===== src/rtl/emd_pkg.sv =====
// ----------------------------------------------------------------------------
// emd_pkg
// Shared types, field widths, codes and reset values of the energy and block
// demand meter.
// ----------------------------------------------------------------------------
package emd_pkg;

   localparam int NUM_TOTALS          = 4;
   localparam int TOTAL_IDX_WIDTH     = $clog2(NUM_TOTALS);
   localparam int COUNT_WIDTH         = 16;
   localparam int TOTAL_WIDTH_DEFAULT = 48;
   localparam int OUT_TOTAL_WIDTH     = 48;
   localparam int POWER_WIDTH         = 32;
   localparam int SUM_WIDTH           = 56;
   localparam int SCOUNT_WIDTH        = 24;
   localparam int PEAK_WIDTH          = 31;
   localparam int SPM_WIDTH           = 13;
   localparam int WM_WIDTH            = 11;
   localparam int CSR_INDEX_WIDTH     = 2;
   localparam int CSR_DATA_WIDTH      = 13;
   localparam int KIND_WIDTH          = 2;
   localparam int DIV_STEP_WIDTH      = $clog2(SUM_WIDTH);

   localparam logic [SPM_WIDTH-1:0] SPM_RESET = SPM_WIDTH'(60);
   localparam logic [WM_WIDTH-1:0]  WM_RESET  = WM_WIDTH'(15);

   localparam logic [CSR_INDEX_WIDTH-1:0] CSR_SAMPLES_PER_MINUTE = CSR_INDEX_WIDTH'(0);
   localparam logic [CSR_INDEX_WIDTH-1:0] CSR_WINDOW_MINUTES     = CSR_INDEX_WIDTH'(1);

   localparam logic [KIND_WIDTH-1:0] KIND_POLL         = KIND_WIDTH'(0);
   localparam logic [KIND_WIDTH-1:0] KIND_CLEAR_ENERGY = KIND_WIDTH'(1);
   localparam logic [KIND_WIDTH-1:0] KIND_CLEAR_DEMAND = KIND_WIDTH'(2);

   typedef enum logic [2:0] {
      ST_IDLE,
      ST_ENERGY,
      ST_DEMAND,
      ST_CHECK,
      ST_DIVIDE,
      ST_RESPOND
   } state_type;

   typedef struct packed {
      logic start;
      logic clear;
   } energy_cmd_type;

   typedef struct packed {
      logic busy;
      logic done;
   } unit_stat_type;

endpackage


===== src/rtl/emd_energy_acc.sv =====
// ----------------------------------------------------------------------------
// emd_energy_acc
// Four saturating energy totals updated one per cycle through a single
// shared adder.
// ----------------------------------------------------------------------------
module emd_energy_acc #(
   parameter int TOTAL_WIDTH = emd_pkg::TOTAL_WIDTH_DEFAULT
) (
   input  logic                                                     clock,
   input  logic                                                     reset,
   input  emd_pkg::energy_cmd_type                                  cmd,
   input  logic [emd_pkg::NUM_TOTALS-1:0][emd_pkg::COUNT_WIDTH-1:0] counts,
   output logic [emd_pkg::NUM_TOTALS-1:0][TOTAL_WIDTH-1:0]          totals,
   output emd_pkg::unit_stat_type                                   stat
);

   localparam logic [emd_pkg::TOTAL_IDX_WIDTH-1:0] LAST_IDX =
      emd_pkg::TOTAL_IDX_WIDTH'(emd_pkg::NUM_TOTALS - 1);

   logic [emd_pkg::NUM_TOTALS-1:0][TOTAL_WIDTH-1:0] totals_ff;
   logic [emd_pkg::TOTAL_IDX_WIDTH-1:0]             idx_ff;
   logic                                            busy_ff;
   logic                                            done_ff;
   logic [TOTAL_WIDTH:0]                            sum_in;

   assign sum_in = {1'b0, totals_ff[idx_ff]} + (TOTAL_WIDTH + 1)'(counts[idx_ff]);

   always_ff @(posedge clock) begin
      if (reset) begin
         totals_ff <= '0;
         idx_ff    <= '0;
         busy_ff   <= 1'b0;
         done_ff   <= 1'b0;
      end else begin
         done_ff <= 1'b0;
         if (cmd.clear) begin
            totals_ff <= '0;
         end else if (cmd.start) begin
            busy_ff <= 1'b1;
            idx_ff  <= '0;
         end else if (busy_ff) begin
            // saturate on carry out
            totals_ff[idx_ff] <= sum_in[TOTAL_WIDTH] ? '1 : sum_in[TOTAL_WIDTH-1:0];
            idx_ff            <= idx_ff + 1'b1;
            if (idx_ff == LAST_IDX) begin
               busy_ff <= 1'b0;
               done_ff <= 1'b1;
            end
         end
      end
   end

   assign totals    = totals_ff;
   assign stat.busy = busy_ff;
   assign stat.done = done_ff;

endmodule


===== src/rtl/emd_divider.sv =====
// ----------------------------------------------------------------------------
// emd_divider
// Restoring unsigned divider, one quotient bit per cycle through a shared
// subtractor.
// ----------------------------------------------------------------------------
module emd_divider (
   input  logic                               clock,
   input  logic                               reset,
   input  logic                               start,
   input  logic [emd_pkg::SUM_WIDTH-1:0]      dividend,
   input  logic [emd_pkg::SCOUNT_WIDTH-1:0]   divisor,
   output logic [emd_pkg::SUM_WIDTH-1:0]      quotient,
   output emd_pkg::unit_stat_type             stat
);

   localparam int DW = emd_pkg::SUM_WIDTH;
   localparam int RW = emd_pkg::SCOUNT_WIDTH;
   localparam logic [emd_pkg::DIV_STEP_WIDTH-1:0] LAST_STEP =
      emd_pkg::DIV_STEP_WIDTH'(DW - 1);

   logic [DW-1:0]                        quo_ff;
   logic [RW-1:0]                        rem_ff;
   logic [RW-1:0]                        divisor_ff;
   logic [emd_pkg::DIV_STEP_WIDTH-1:0]   step_ff;
   logic                                 busy_ff;
   logic                                 done_ff;
   logic [RW:0]                          shifted;
   logic [RW+1:0]                        diff;
   logic                                 fits;

   assign shifted = {rem_ff, quo_ff[DW-1]};
   assign diff    = {1'b0, shifted} - {2'b00, divisor_ff};
   assign fits    = ~diff[RW+1];

   always_ff @(posedge clock) begin
      if (reset) begin
         busy_ff <= 1'b0;
         done_ff <= 1'b0;
         step_ff <= '0;
      end else begin
         done_ff <= 1'b0;
         if (start) begin
            busy_ff <= 1'b1;
            step_ff <= '0;
         end else if (busy_ff) begin
            step_ff <= step_ff + 1'b1;
            if (step_ff == LAST_STEP) begin
               busy_ff <= 1'b0;
               done_ff <= 1'b1;
            end
         end
      end
   end

   always_ff @(posedge clock) begin
      if (start) begin
         quo_ff     <= dividend;
         rem_ff     <= '0;
         divisor_ff <= divisor;
      end else if (busy_ff) begin
         rem_ff <= fits ? diff[RW-1:0] : shifted[RW-1:0];
         quo_ff <= {quo_ff[DW-2:0], fits};
      end
   end

   assign quotient  = quo_ff;
   assign stat.busy = busy_ff;
   assign stat.done = done_ff;

endmodule


===== src/rtl/energy_and_block_demand_meter_core.sv =====
// ----------------------------------------------------------------------------
// energy_and_block_demand_meter_core
// Energy totals, block interval demand and peak demand for a metering front
// end, run by a small sequencer over a shared adder and a serial divider.
//
//   channel   direction   handshake          contents
//   req_      in          req_valid/stall    kind, status flags, counts, power
//   rsp_      out         rsp_valid/stall    totals, demand, peak, closed flag
//   csr_      in          csr_write          samples per minute, window minutes
//
// a poll that closes a window is paced mostly by the 56-step restoring divider,
// one that does not by the four passes of the shared total adder (skipped
// without the energy pass); other requests go straight to the respond step.
// one request is in flight at a time; a finished result waits in the output
// register while the next request is accepted.
// reset is synchronous and restores control and state registers, no sweep; the
// request, divider and result data registers are not reset.
// a stalled result holds the sequencer in its last step until it is taken.
// ----------------------------------------------------------------------------
module energy_and_block_demand_meter_core #(
   parameter int TOTAL_WIDTH = emd_pkg::TOTAL_WIDTH_DEFAULT
) (
   input  logic                                      clock,
   input  logic                                      reset,

   input  logic                                      req_valid,
   output logic                                      req_stall,
   input  logic [emd_pkg::KIND_WIDTH-1:0]            req_kind,
   input  logic                                      req_measure_ok,
   input  logic                                      req_energy_ok,
   input  logic [emd_pkg::COUNT_WIDTH-1:0]           req_import_active_count,
   input  logic [emd_pkg::COUNT_WIDTH-1:0]           req_export_active_count,
   input  logic [emd_pkg::COUNT_WIDTH-1:0]           req_import_reactive_count,
   input  logic [emd_pkg::COUNT_WIDTH-1:0]           req_export_reactive_count,
   input  logic signed [emd_pkg::POWER_WIDTH-1:0]    req_total_power,

   output logic                                      rsp_valid,
   input  logic                                      rsp_stall,
   output logic [emd_pkg::OUT_TOTAL_WIDTH-1:0]       rsp_import_active_total,
   output logic [emd_pkg::OUT_TOTAL_WIDTH-1:0]       rsp_export_active_total,
   output logic [emd_pkg::OUT_TOTAL_WIDTH-1:0]       rsp_import_reactive_total,
   output logic [emd_pkg::OUT_TOTAL_WIDTH-1:0]       rsp_export_reactive_total,
   output logic signed [emd_pkg::POWER_WIDTH-1:0]    rsp_demand_now,
   output logic [emd_pkg::PEAK_WIDTH-1:0]            rsp_demand_peak,
   output logic                                      rsp_window_closed,

   input  logic                                      csr_write,
   input  logic [emd_pkg::CSR_INDEX_WIDTH-1:0]       csr_index,
   input  logic [emd_pkg::CSR_DATA_WIDTH-1:0]        csr_wdata
);

   localparam int OTW = emd_pkg::OUT_TOTAL_WIDTH;
   localparam int EXT_WIDTH = (TOTAL_WIDTH > OTW) ? TOTAL_WIDTH : OTW;
   localparam int SW  = emd_pkg::SUM_WIDTH;
   localparam int CW  = emd_pkg::SCOUNT_WIDTH;
   localparam int PW  = emd_pkg::POWER_WIDTH;
   localparam int MW  = emd_pkg::PEAK_WIDTH;

   emd_pkg::state_type state_ff;
   emd_pkg::state_type state_in;

   logic [emd_pkg::SPM_WIDTH-1:0]   spm_ff;
   logic [emd_pkg::WM_WIDTH-1:0]    wm_ff;
   logic [CW-1:0]                   win_ff;
   logic [emd_pkg::WM_WIDTH-1:0]    wm_eff;
   logic [CW-1:0]                   win_prod;

   logic signed [PW-1:0]            power_ff;
   logic [emd_pkg::NUM_TOTALS-1:0][emd_pkg::COUNT_WIDTH-1:0] counts_ff;

   logic signed [SW-1:0]            sum_ff;
   logic [CW-1:0]                   count_ff;
   logic [CW-1:0]                   count_inc;
   logic signed [PW-1:0]            demand_ff;
   logic [MW-1:0]                   peak_ff;
   logic                            closed_ff;

   logic                            rsp_valid_ff;
   logic [OTW-1:0]                  rsp_ia_ff;
   logic [OTW-1:0]                  rsp_ea_ff;
   logic [OTW-1:0]                  rsp_ir_ff;
   logic [OTW-1:0]                  rsp_er_ff;
   logic signed [PW-1:0]            rsp_demand_ff;
   logic [MW-1:0]                   rsp_peak_ff;
   logic                            rsp_closed_ff;

   logic                            accept;
   logic                            is_poll_ok;
   logic                            window_full;
   logic                            div_start;
   logic                            load_rsp;
   emd_pkg::energy_cmd_type         energy_cmd;
   emd_pkg::unit_stat_type          energy_stat;
   emd_pkg::unit_stat_type          div_stat;

   logic [emd_pkg::NUM_TOTALS-1:0][TOTAL_WIDTH-1:0] totals;
   logic [emd_pkg::NUM_TOTALS-1:0][EXT_WIDTH-1:0]   totals_ext;

   logic [SW-1:0]                   sum_mag;
   logic [SW-1:0]                   div_quo;
   logic [PW-1:0]                   quo_low;
   logic [PW-1:0]                   quo_signed;

   // configuration and window length
   assign wm_eff   = (wm_ff == '0) ? emd_pkg::WM_WIDTH'(1) : wm_ff;
   assign win_prod = CW'(spm_ff) * CW'(wm_eff);

   always_ff @(posedge clock) begin
      if (reset) begin
         spm_ff <= emd_pkg::SPM_RESET;
         wm_ff  <= emd_pkg::WM_RESET;
         win_ff <= CW'(1);
      end else begin
         win_ff <= (win_prod == '0) ? CW'(1) : win_prod;
         if (csr_write && (csr_index == emd_pkg::CSR_SAMPLES_PER_MINUTE)) begin
            spm_ff <= csr_wdata[emd_pkg::SPM_WIDTH-1:0];
         end
         if (csr_write && (csr_index == emd_pkg::CSR_WINDOW_MINUTES)) begin
            wm_ff <= csr_wdata[emd_pkg::WM_WIDTH-1:0];
         end
      end
   end

   // request capture
   assign req_stall  = (state_ff != emd_pkg::ST_IDLE);
   assign accept     = req_valid && !req_stall;
   assign is_poll_ok = (req_kind == emd_pkg::KIND_POLL) && req_measure_ok;

   always_ff @(posedge clock) begin
      if (accept) begin
         power_ff      <= req_total_power;
         counts_ff[0]  <= req_import_active_count;
         counts_ff[1]  <= req_export_active_count;
         counts_ff[2]  <= req_import_reactive_count;
         counts_ff[3]  <= req_export_reactive_count;
      end
   end

   // sequencer
   assign window_full = (count_ff >= win_ff);

   always_comb begin
      state_in = state_ff;
      unique case (state_ff)
         emd_pkg::ST_IDLE: begin
            if (accept) begin
               if (is_poll_ok) begin
                  state_in = req_energy_ok ? emd_pkg::ST_ENERGY : emd_pkg::ST_DEMAND;
               end else begin
                  state_in = emd_pkg::ST_RESPOND;
               end
            end
         end
         emd_pkg::ST_ENERGY: begin
            if (energy_stat.done) begin
               state_in = emd_pkg::ST_DEMAND;
            end
         end
         emd_pkg::ST_DEMAND: begin
            state_in = emd_pkg::ST_CHECK;
         end
         emd_pkg::ST_CHECK: begin
            state_in = window_full ? emd_pkg::ST_DIVIDE : emd_pkg::ST_RESPOND;
         end
         emd_pkg::ST_DIVIDE: begin
            if (div_stat.done) begin
               state_in = emd_pkg::ST_RESPOND;
            end
         end
         emd_pkg::ST_RESPOND: begin
            if (!rsp_valid_ff || !rsp_stall) begin
               state_in = emd_pkg::ST_IDLE;
            end
         end
         default: begin
            state_in = emd_pkg::ST_IDLE;
         end
      endcase
   end

   always_comb begin
      energy_cmd.start = accept && is_poll_ok && req_energy_ok;
      energy_cmd.clear = accept && (req_kind == emd_pkg::KIND_CLEAR_ENERGY);
      div_start        = (state_ff == emd_pkg::ST_CHECK) && window_full;
      load_rsp         = (state_ff == emd_pkg::ST_RESPOND) && (!rsp_valid_ff || !rsp_stall);
   end

   always_ff @(posedge clock) begin
      if (reset) begin
         state_ff <= emd_pkg::ST_IDLE;
      end else begin
         state_ff <= state_in;
      end
   end

   // energy totals
   emd_energy_acc #(
      .TOTAL_WIDTH (TOTAL_WIDTH)
   ) u_energy (
      .clock  (clock),
      .reset  (reset),
      .cmd    (energy_cmd),
      .counts (counts_ff),
      .totals (totals),
      .stat   (energy_stat)
   );

   // demand divider
   assign sum_mag = sum_ff[SW-1] ? (~SW'(sum_ff) + SW'(1)) : SW'(sum_ff);

   emd_divider u_divider (
      .clock    (clock),
      .reset    (reset),
      .start    (div_start),
      .dividend (sum_mag),
      .divisor  (count_ff),
      .quotient (div_quo),
      .stat     (div_stat)
   );

   assign quo_low    = div_quo[PW-1:0];
   assign quo_signed = sum_ff[SW-1] ? (~quo_low + PW'(1)) : quo_low;
   assign count_inc  = count_ff + CW'(1);

   // demand state
   always_ff @(posedge clock) begin
      if (reset) begin
         sum_ff    <= '0;
         count_ff  <= '0;
         demand_ff <= '0;
         peak_ff   <= '0;
         closed_ff <= 1'b0;
      end else begin
         if (csr_write && (csr_index == emd_pkg::CSR_WINDOW_MINUTES)) begin
            sum_ff   <= '0;
            count_ff <= '0;
         end
         if (accept) begin
            closed_ff <= 1'b0;
            if (req_kind == emd_pkg::KIND_CLEAR_DEMAND) begin
               sum_ff    <= '0;
               count_ff  <= '0;
               demand_ff <= '0;
               peak_ff   <= '0;
            end
         end
         if (state_ff == emd_pkg::ST_DEMAND) begin
            sum_ff   <= sum_ff + SW'(power_ff);
            count_ff <= (count_inc == '0) ? CW'(1) : count_inc;
         end
         if ((state_ff == emd_pkg::ST_DIVIDE) && div_stat.done) begin
            demand_ff <= signed'(quo_signed);
            if (!quo_signed[PW-1] && (quo_signed != '0) && (quo_signed[MW-1:0] > peak_ff)) begin
               peak_ff <= quo_signed[MW-1:0];
            end
            sum_ff    <= '0;
            count_ff  <= '0;
            closed_ff <= 1'b1;
         end
      end
   end

   // result register
   always_comb begin
      for (int i = 0; i < emd_pkg::NUM_TOTALS; i++) begin
         totals_ext[i] = EXT_WIDTH'(totals[i]);
      end
   end

   always_ff @(posedge clock) begin
      if (reset) begin
         rsp_valid_ff <= 1'b0;
      end else if (load_rsp) begin
         rsp_valid_ff <= 1'b1;
      end else if (!rsp_stall) begin
         rsp_valid_ff <= 1'b0;
      end
   end

   always_ff @(posedge clock) begin
      if (load_rsp) begin
         rsp_ia_ff     <= totals_ext[0][OTW-1:0];
         rsp_ea_ff     <= totals_ext[1][OTW-1:0];
         rsp_ir_ff     <= totals_ext[2][OTW-1:0];
         rsp_er_ff     <= totals_ext[3][OTW-1:0];
         rsp_demand_ff <= demand_ff;
         rsp_peak_ff   <= peak_ff;
         rsp_closed_ff <= closed_ff;
      end
   end

   assign rsp_valid                 = rsp_valid_ff;
   assign rsp_import_active_total   = rsp_ia_ff;
   assign rsp_export_active_total   = rsp_ea_ff;
   assign rsp_import_reactive_total = rsp_ir_ff;
   assign rsp_export_reactive_total = rsp_er_ff;
   assign rsp_demand_now            = rsp_demand_ff;
   assign rsp_demand_peak           = rsp_peak_ff;
   assign rsp_window_closed         = rsp_closed_ff;

   // checks
   a_rsp_from_respond: assert property (@(posedge clock) disable iff (reset)
      $rose(rsp_valid_ff) |-> ($past(state_ff) == emd_pkg::ST_RESPOND))
      else $error("result raised outside the respond step");

   a_peak_holds_while_busy: assert property (@(posedge clock) disable iff (reset)
      (state_ff != emd_pkg::ST_IDLE) |=> (peak_ff >= $past(peak_ff)))
      else $error("peak demand fell while a request was in progress");

   a_energy_busy_state: assert property (@(posedge clock) disable iff (reset)
      energy_stat.busy |-> (state_ff == emd_pkg::ST_ENERGY))
      else $error("energy adder running outside its step");

   a_div_busy_state: assert property (@(posedge clock) disable iff (reset)
      div_stat.busy |-> (state_ff == emd_pkg::ST_DIVIDE))
      else $error("divider running outside its step");

endmodule


===== config.mk =====
export PLATFORM = sky130hd
export DESIGN_NAME = energy_and_block_demand_meter_core
export DESIGN_NICKNAME = d
export VERILOG_FILES = /design/src/rtl/emd_pkg.sv /design/src/rtl/emd_energy_acc.sv /design/src/rtl/emd_divider.sv /design/src/rtl/energy_and_block_demand_meter_core.sv
export SDC_FILE = /design/constraint.sdc
export NUM_CORES = 2
export LEC_CHECK = 0
export BUFFER_PORTS_ARGS = -buffer_cell sky130_fd_sc_hd__buf_2
export CORE_MARGIN = 3
export CORE_UTILIZATION = 65
export CTS_CLUSTER_DIAMETER = 120
export DETAILED_ROUTE_END_ITERATION = 10
export PLACE_DENSITY = 0.93
export RECOVER_POWER = 50
export SLEW_MARGIN = 20
export SYNTH_ARGS = -nofsm -noshare
export SYNTH_HDL_FRONTEND = slang
export SYNTH_SLANG_ARGS = --single-unit
export TNS_END_PERCENT = 1

===== constraint.sdc =====
create_clock -name clock -period 27.8 [get_ports clock]
set_input_delay 2.78 -clock clock [delete_from_list [all_inputs] [get_ports clock]]
set_output_delay 2.78 -clock clock [all_outputs]
set_load 0.02 [all_outputs]

==> flow_metrics.env <==
export IMPL_required_ns=28.32
export IMPL_power_density_mw_per_mm2=62.45
export IMPL_utilization=0.7352
export IMPL_multi_input_area_mm2=0.02091
export IMPL_h_tree_depth=3
export IMPL_placedCellCount=5332
export IMPL_netlist_instances=4292
export IMPL_port_buffers=377
export IMPL_skew_ns=0.04073
export IMPL_synth_top_cell_area_share=0.2931
export IMPL_tns_ns=0
export IMPL_synth_nets=4733
export IMPL_ctsHoldBuffers=0
export IMPL_rsz0062_at_grt="false"
export IMPL_n_fill_cell=4316
export IMPL_ys_types=85
export IMPL_crit_type="in -> reg"
export IMPL_gp_congestion=0.9571
export IMPL_fin_crit_sh=0.2698
export IMPL_report_power_total_mw=3.089
export IMPL_cts_tree="yes"
export IMPL_syn_area_mm2=0.04426
export IMPL_design_area_mm2=0.04946
export IMPL_initial_utilization=0.6580
export IMPL_vdd_drop_max_mv=0.06718
export IMPL_clk_path_buf_depth=3
export IMPL_drtAntennaViolNets=0
export IMPL_vias=35830
export IMPL_tightest_slew_ns=3.826
export IMPL_postPlaceCellArea_mm2=0.04659
export IMPL_antenna_found_initial=8
export IMPL_hold_class="reg -> reg"
export IMPL_synth_area_leader_cell="edfxtp_1"
export IMPL_io_pin_count=378
export IMPL_slew_viol_final=394
export IMPL_dr_pass1_iters=9
export IMPL_leakage_nw=19.12
export IMPL_status="complete, but fails checks"
export IMPL_seqCellArea_mm2=0.02147
export IMPL_cp_end_kind="flop"
export IMPL_synthTopCellsByArea="edfxtp_1 (29%), dfxtp_1 (19%), ha_1 (6.2%)"
export IMPL_ys_async_sr_fraction=0
export IMPL_cts_root_buf="clkbuf_16"
export IMPL_stdcell_count=5495
export IMPL_wl_met3_mm=13.69
export IMPL_grt_pass1_wl_mm=193.7
export IMPL_insertion_delay_ns=0.65
export IMPL_drtIter0Drc=4652
export IMPL_pre_cts_slack_ns=21.90
export IMPL_die_h_um=267.0
export IMPL_final_net_count=4989
export IMPL_final_cell_mix="nand2_1 (436), edfxtp_1 (432), dfxtp_1 (421)"
export IMPL_die_x_um=267.0
export IMPL_route_detailed_drc=0
export IMPL_wl_met2_mm=58.73
export IMPL_grt_pass1_vias=34370
export IMPL_dp_hpwl_mm=83.25
export IMPL_synth_seq_cells=856
export IMPL_clk_pin_slew_worst_paths_ns=0.06
export IMPL_wl_per_cell_um=22.71
export IMPL_crit_fanout=37
export IMPL_fin_crit_ns=7.502
export IMPL_fin_hold_ws_ns=0.4289
export IMPL_grt_util_all_layers=0.3455
export IMPL_final_common_cell="nand2_1"
export IMPL_synth_avg_cell_area_um2=10.31
export IMPL_die_area_mm2=0.07127
export IMPL_highest_layer="met5"
export IMPL_cts_buffers=86
export IMPL_hold_violations=0
export IMPL_post_cts_buffers=0
export IMPL_relSlewSlack=-1.551
export IMPL_wl_met1_mm=44.94
export IMPL_grt_max_degree=161
export IMPL_fmax_mhz=133.3
export IMPL_cts_sinks=856
export IMPL_via_per_inst=6.520
export IMPL_violations="capacitance limit, slew limit"
export IMPL_maxCapViolations=9
export IMPL_synthFlopType="edfxtp_1"
export IMPL_worstSetupStartpointType="input port"
export IMPL_coreArea_mm2=0.06728
export IMPL_grt_remaining_overflow=0
export IMPL_seq_area_frac_synth=0.4848
export IMPL_cts_resized=0
export IMPL_finalWorstSetupSlack_ns=20.30
export IMPL_wirelength_mm=124.8
export IMPL_area_growth_syn_to_layout_pct=11.73
export IMPL_synth_edff_count=432
export IMPL_arrival_ns=8.02
export IMPL_drive_gt1_frac=0.1175
export IMPL_yosysWarnings=0
export IMPL_row_count=95
export IMPL_finalSetupViolCount=0
[flip-flops by register name, indices dropped and copies added, names as in the netlist, 31 cells and up]
signal                     count
counts_ff                     64
demand_ff                     32
peak_ff                       31
power_ff                      32
rsp_demand_now                32
rsp_demand_peak               31
rsp_export_active_total       48
rsp_export_reactive_total     48
rsp_import_active_total       48
rsp_import_reactive_total     48
sum_ff                        56
u_divider.quotient            56
u_energy.totals              192
[per-layer routing]
layer	GRT usage	vias to the layer above
met1	0.4286	17000
li1	-	15910
met2	0.5701	2357
met5	0	-
met3	0.08066	553
met4	0.1738	12
[critical path: stages]
cell and delay (ns):
clkbuf_1 0.11, nand2_1 0.12, clkinvlp_2 1.34, nand3b_1 0.60, clkbuf_1 1.37, nand3_1 0.53
nor2_1 0.58, buf_4 0.40, nand2_1 0.08, o21ai_0 0.08
[path summary, 6_finish.rpt]
| kind | from | to | slack, ns | cells after the start |
|---|---|---|---|---|
| setup / recovery | req_valid | sum_ff[46] | 20.30 | 10 |
| hold reg to reg | demand_ff[2] | rsp_demand_now[2] | 0.43 | 0 |
| setup reg to reg | count_ff[19] | u_divider.quotient[0] | 21.33 | 12 |
| hold / removal | demand_ff[2] | rsp_demand_now[2] | 0.43 | 0 |
[cells in the mapped netlist, drive strengths merged, types with 40 or more instances]
| cell | instances |
|---|---|
| ha | 220 |
| o31ai | 48 |
| nand3 | 91 |
| nand4 | 59 |
| xnor2 | 124 |
| inv | 262 |
| nor2b | 45 |
| a21o | 59 |
| o21ai | 340 |
| a21oi | 316 |
| edfxtp | 432 |
| nand2 | 437 |
| xor2 | 87 |
| and2 | 87 |
| nor2 | 291 |
| a31oi | 52 |
| a211oi | 60 |
| fa | 101 |
| clkbuf | 205 |
| dfxtp | 424 |
| nor3 | 40 |
| mux4 | 63 |
[layout make-up]
class                           instances  area share
Antenna cell                            1  0.00005060
Tap cell                              873     0.02209
Sequential cell                       856      0.4341
Clock inverter                         49     0.01389
Inverter                              262     0.01991
Clock buffer                          112     0.04799
Multi-Input combinational cell       2934      0.4227
Timing Repair Buffer                  408     0.03926
[cell families after synthesis]
family,count (synthesis),share of synthesized area
AND/OR/NAND/NOR,1236,0.1345
multiplexers,98,0.04059
adder cells (fa/ha/maj),321,0.1079
AO/OA/AOI/OAI,1068,0.1466
buffers and inverters,502,0.04390
XOR/XNOR,211,0.04175
flip-flops,856,0.4848
[report_power, final]
part           internal [mW]  switching, mW  leakage, nW
Clock                  0.724          0.521         1.47
Combinational          0.167          0.287         10.3
Sequential              1.36         0.0250         7.39
Note: power is estimated with default switching activity, not from simulation.
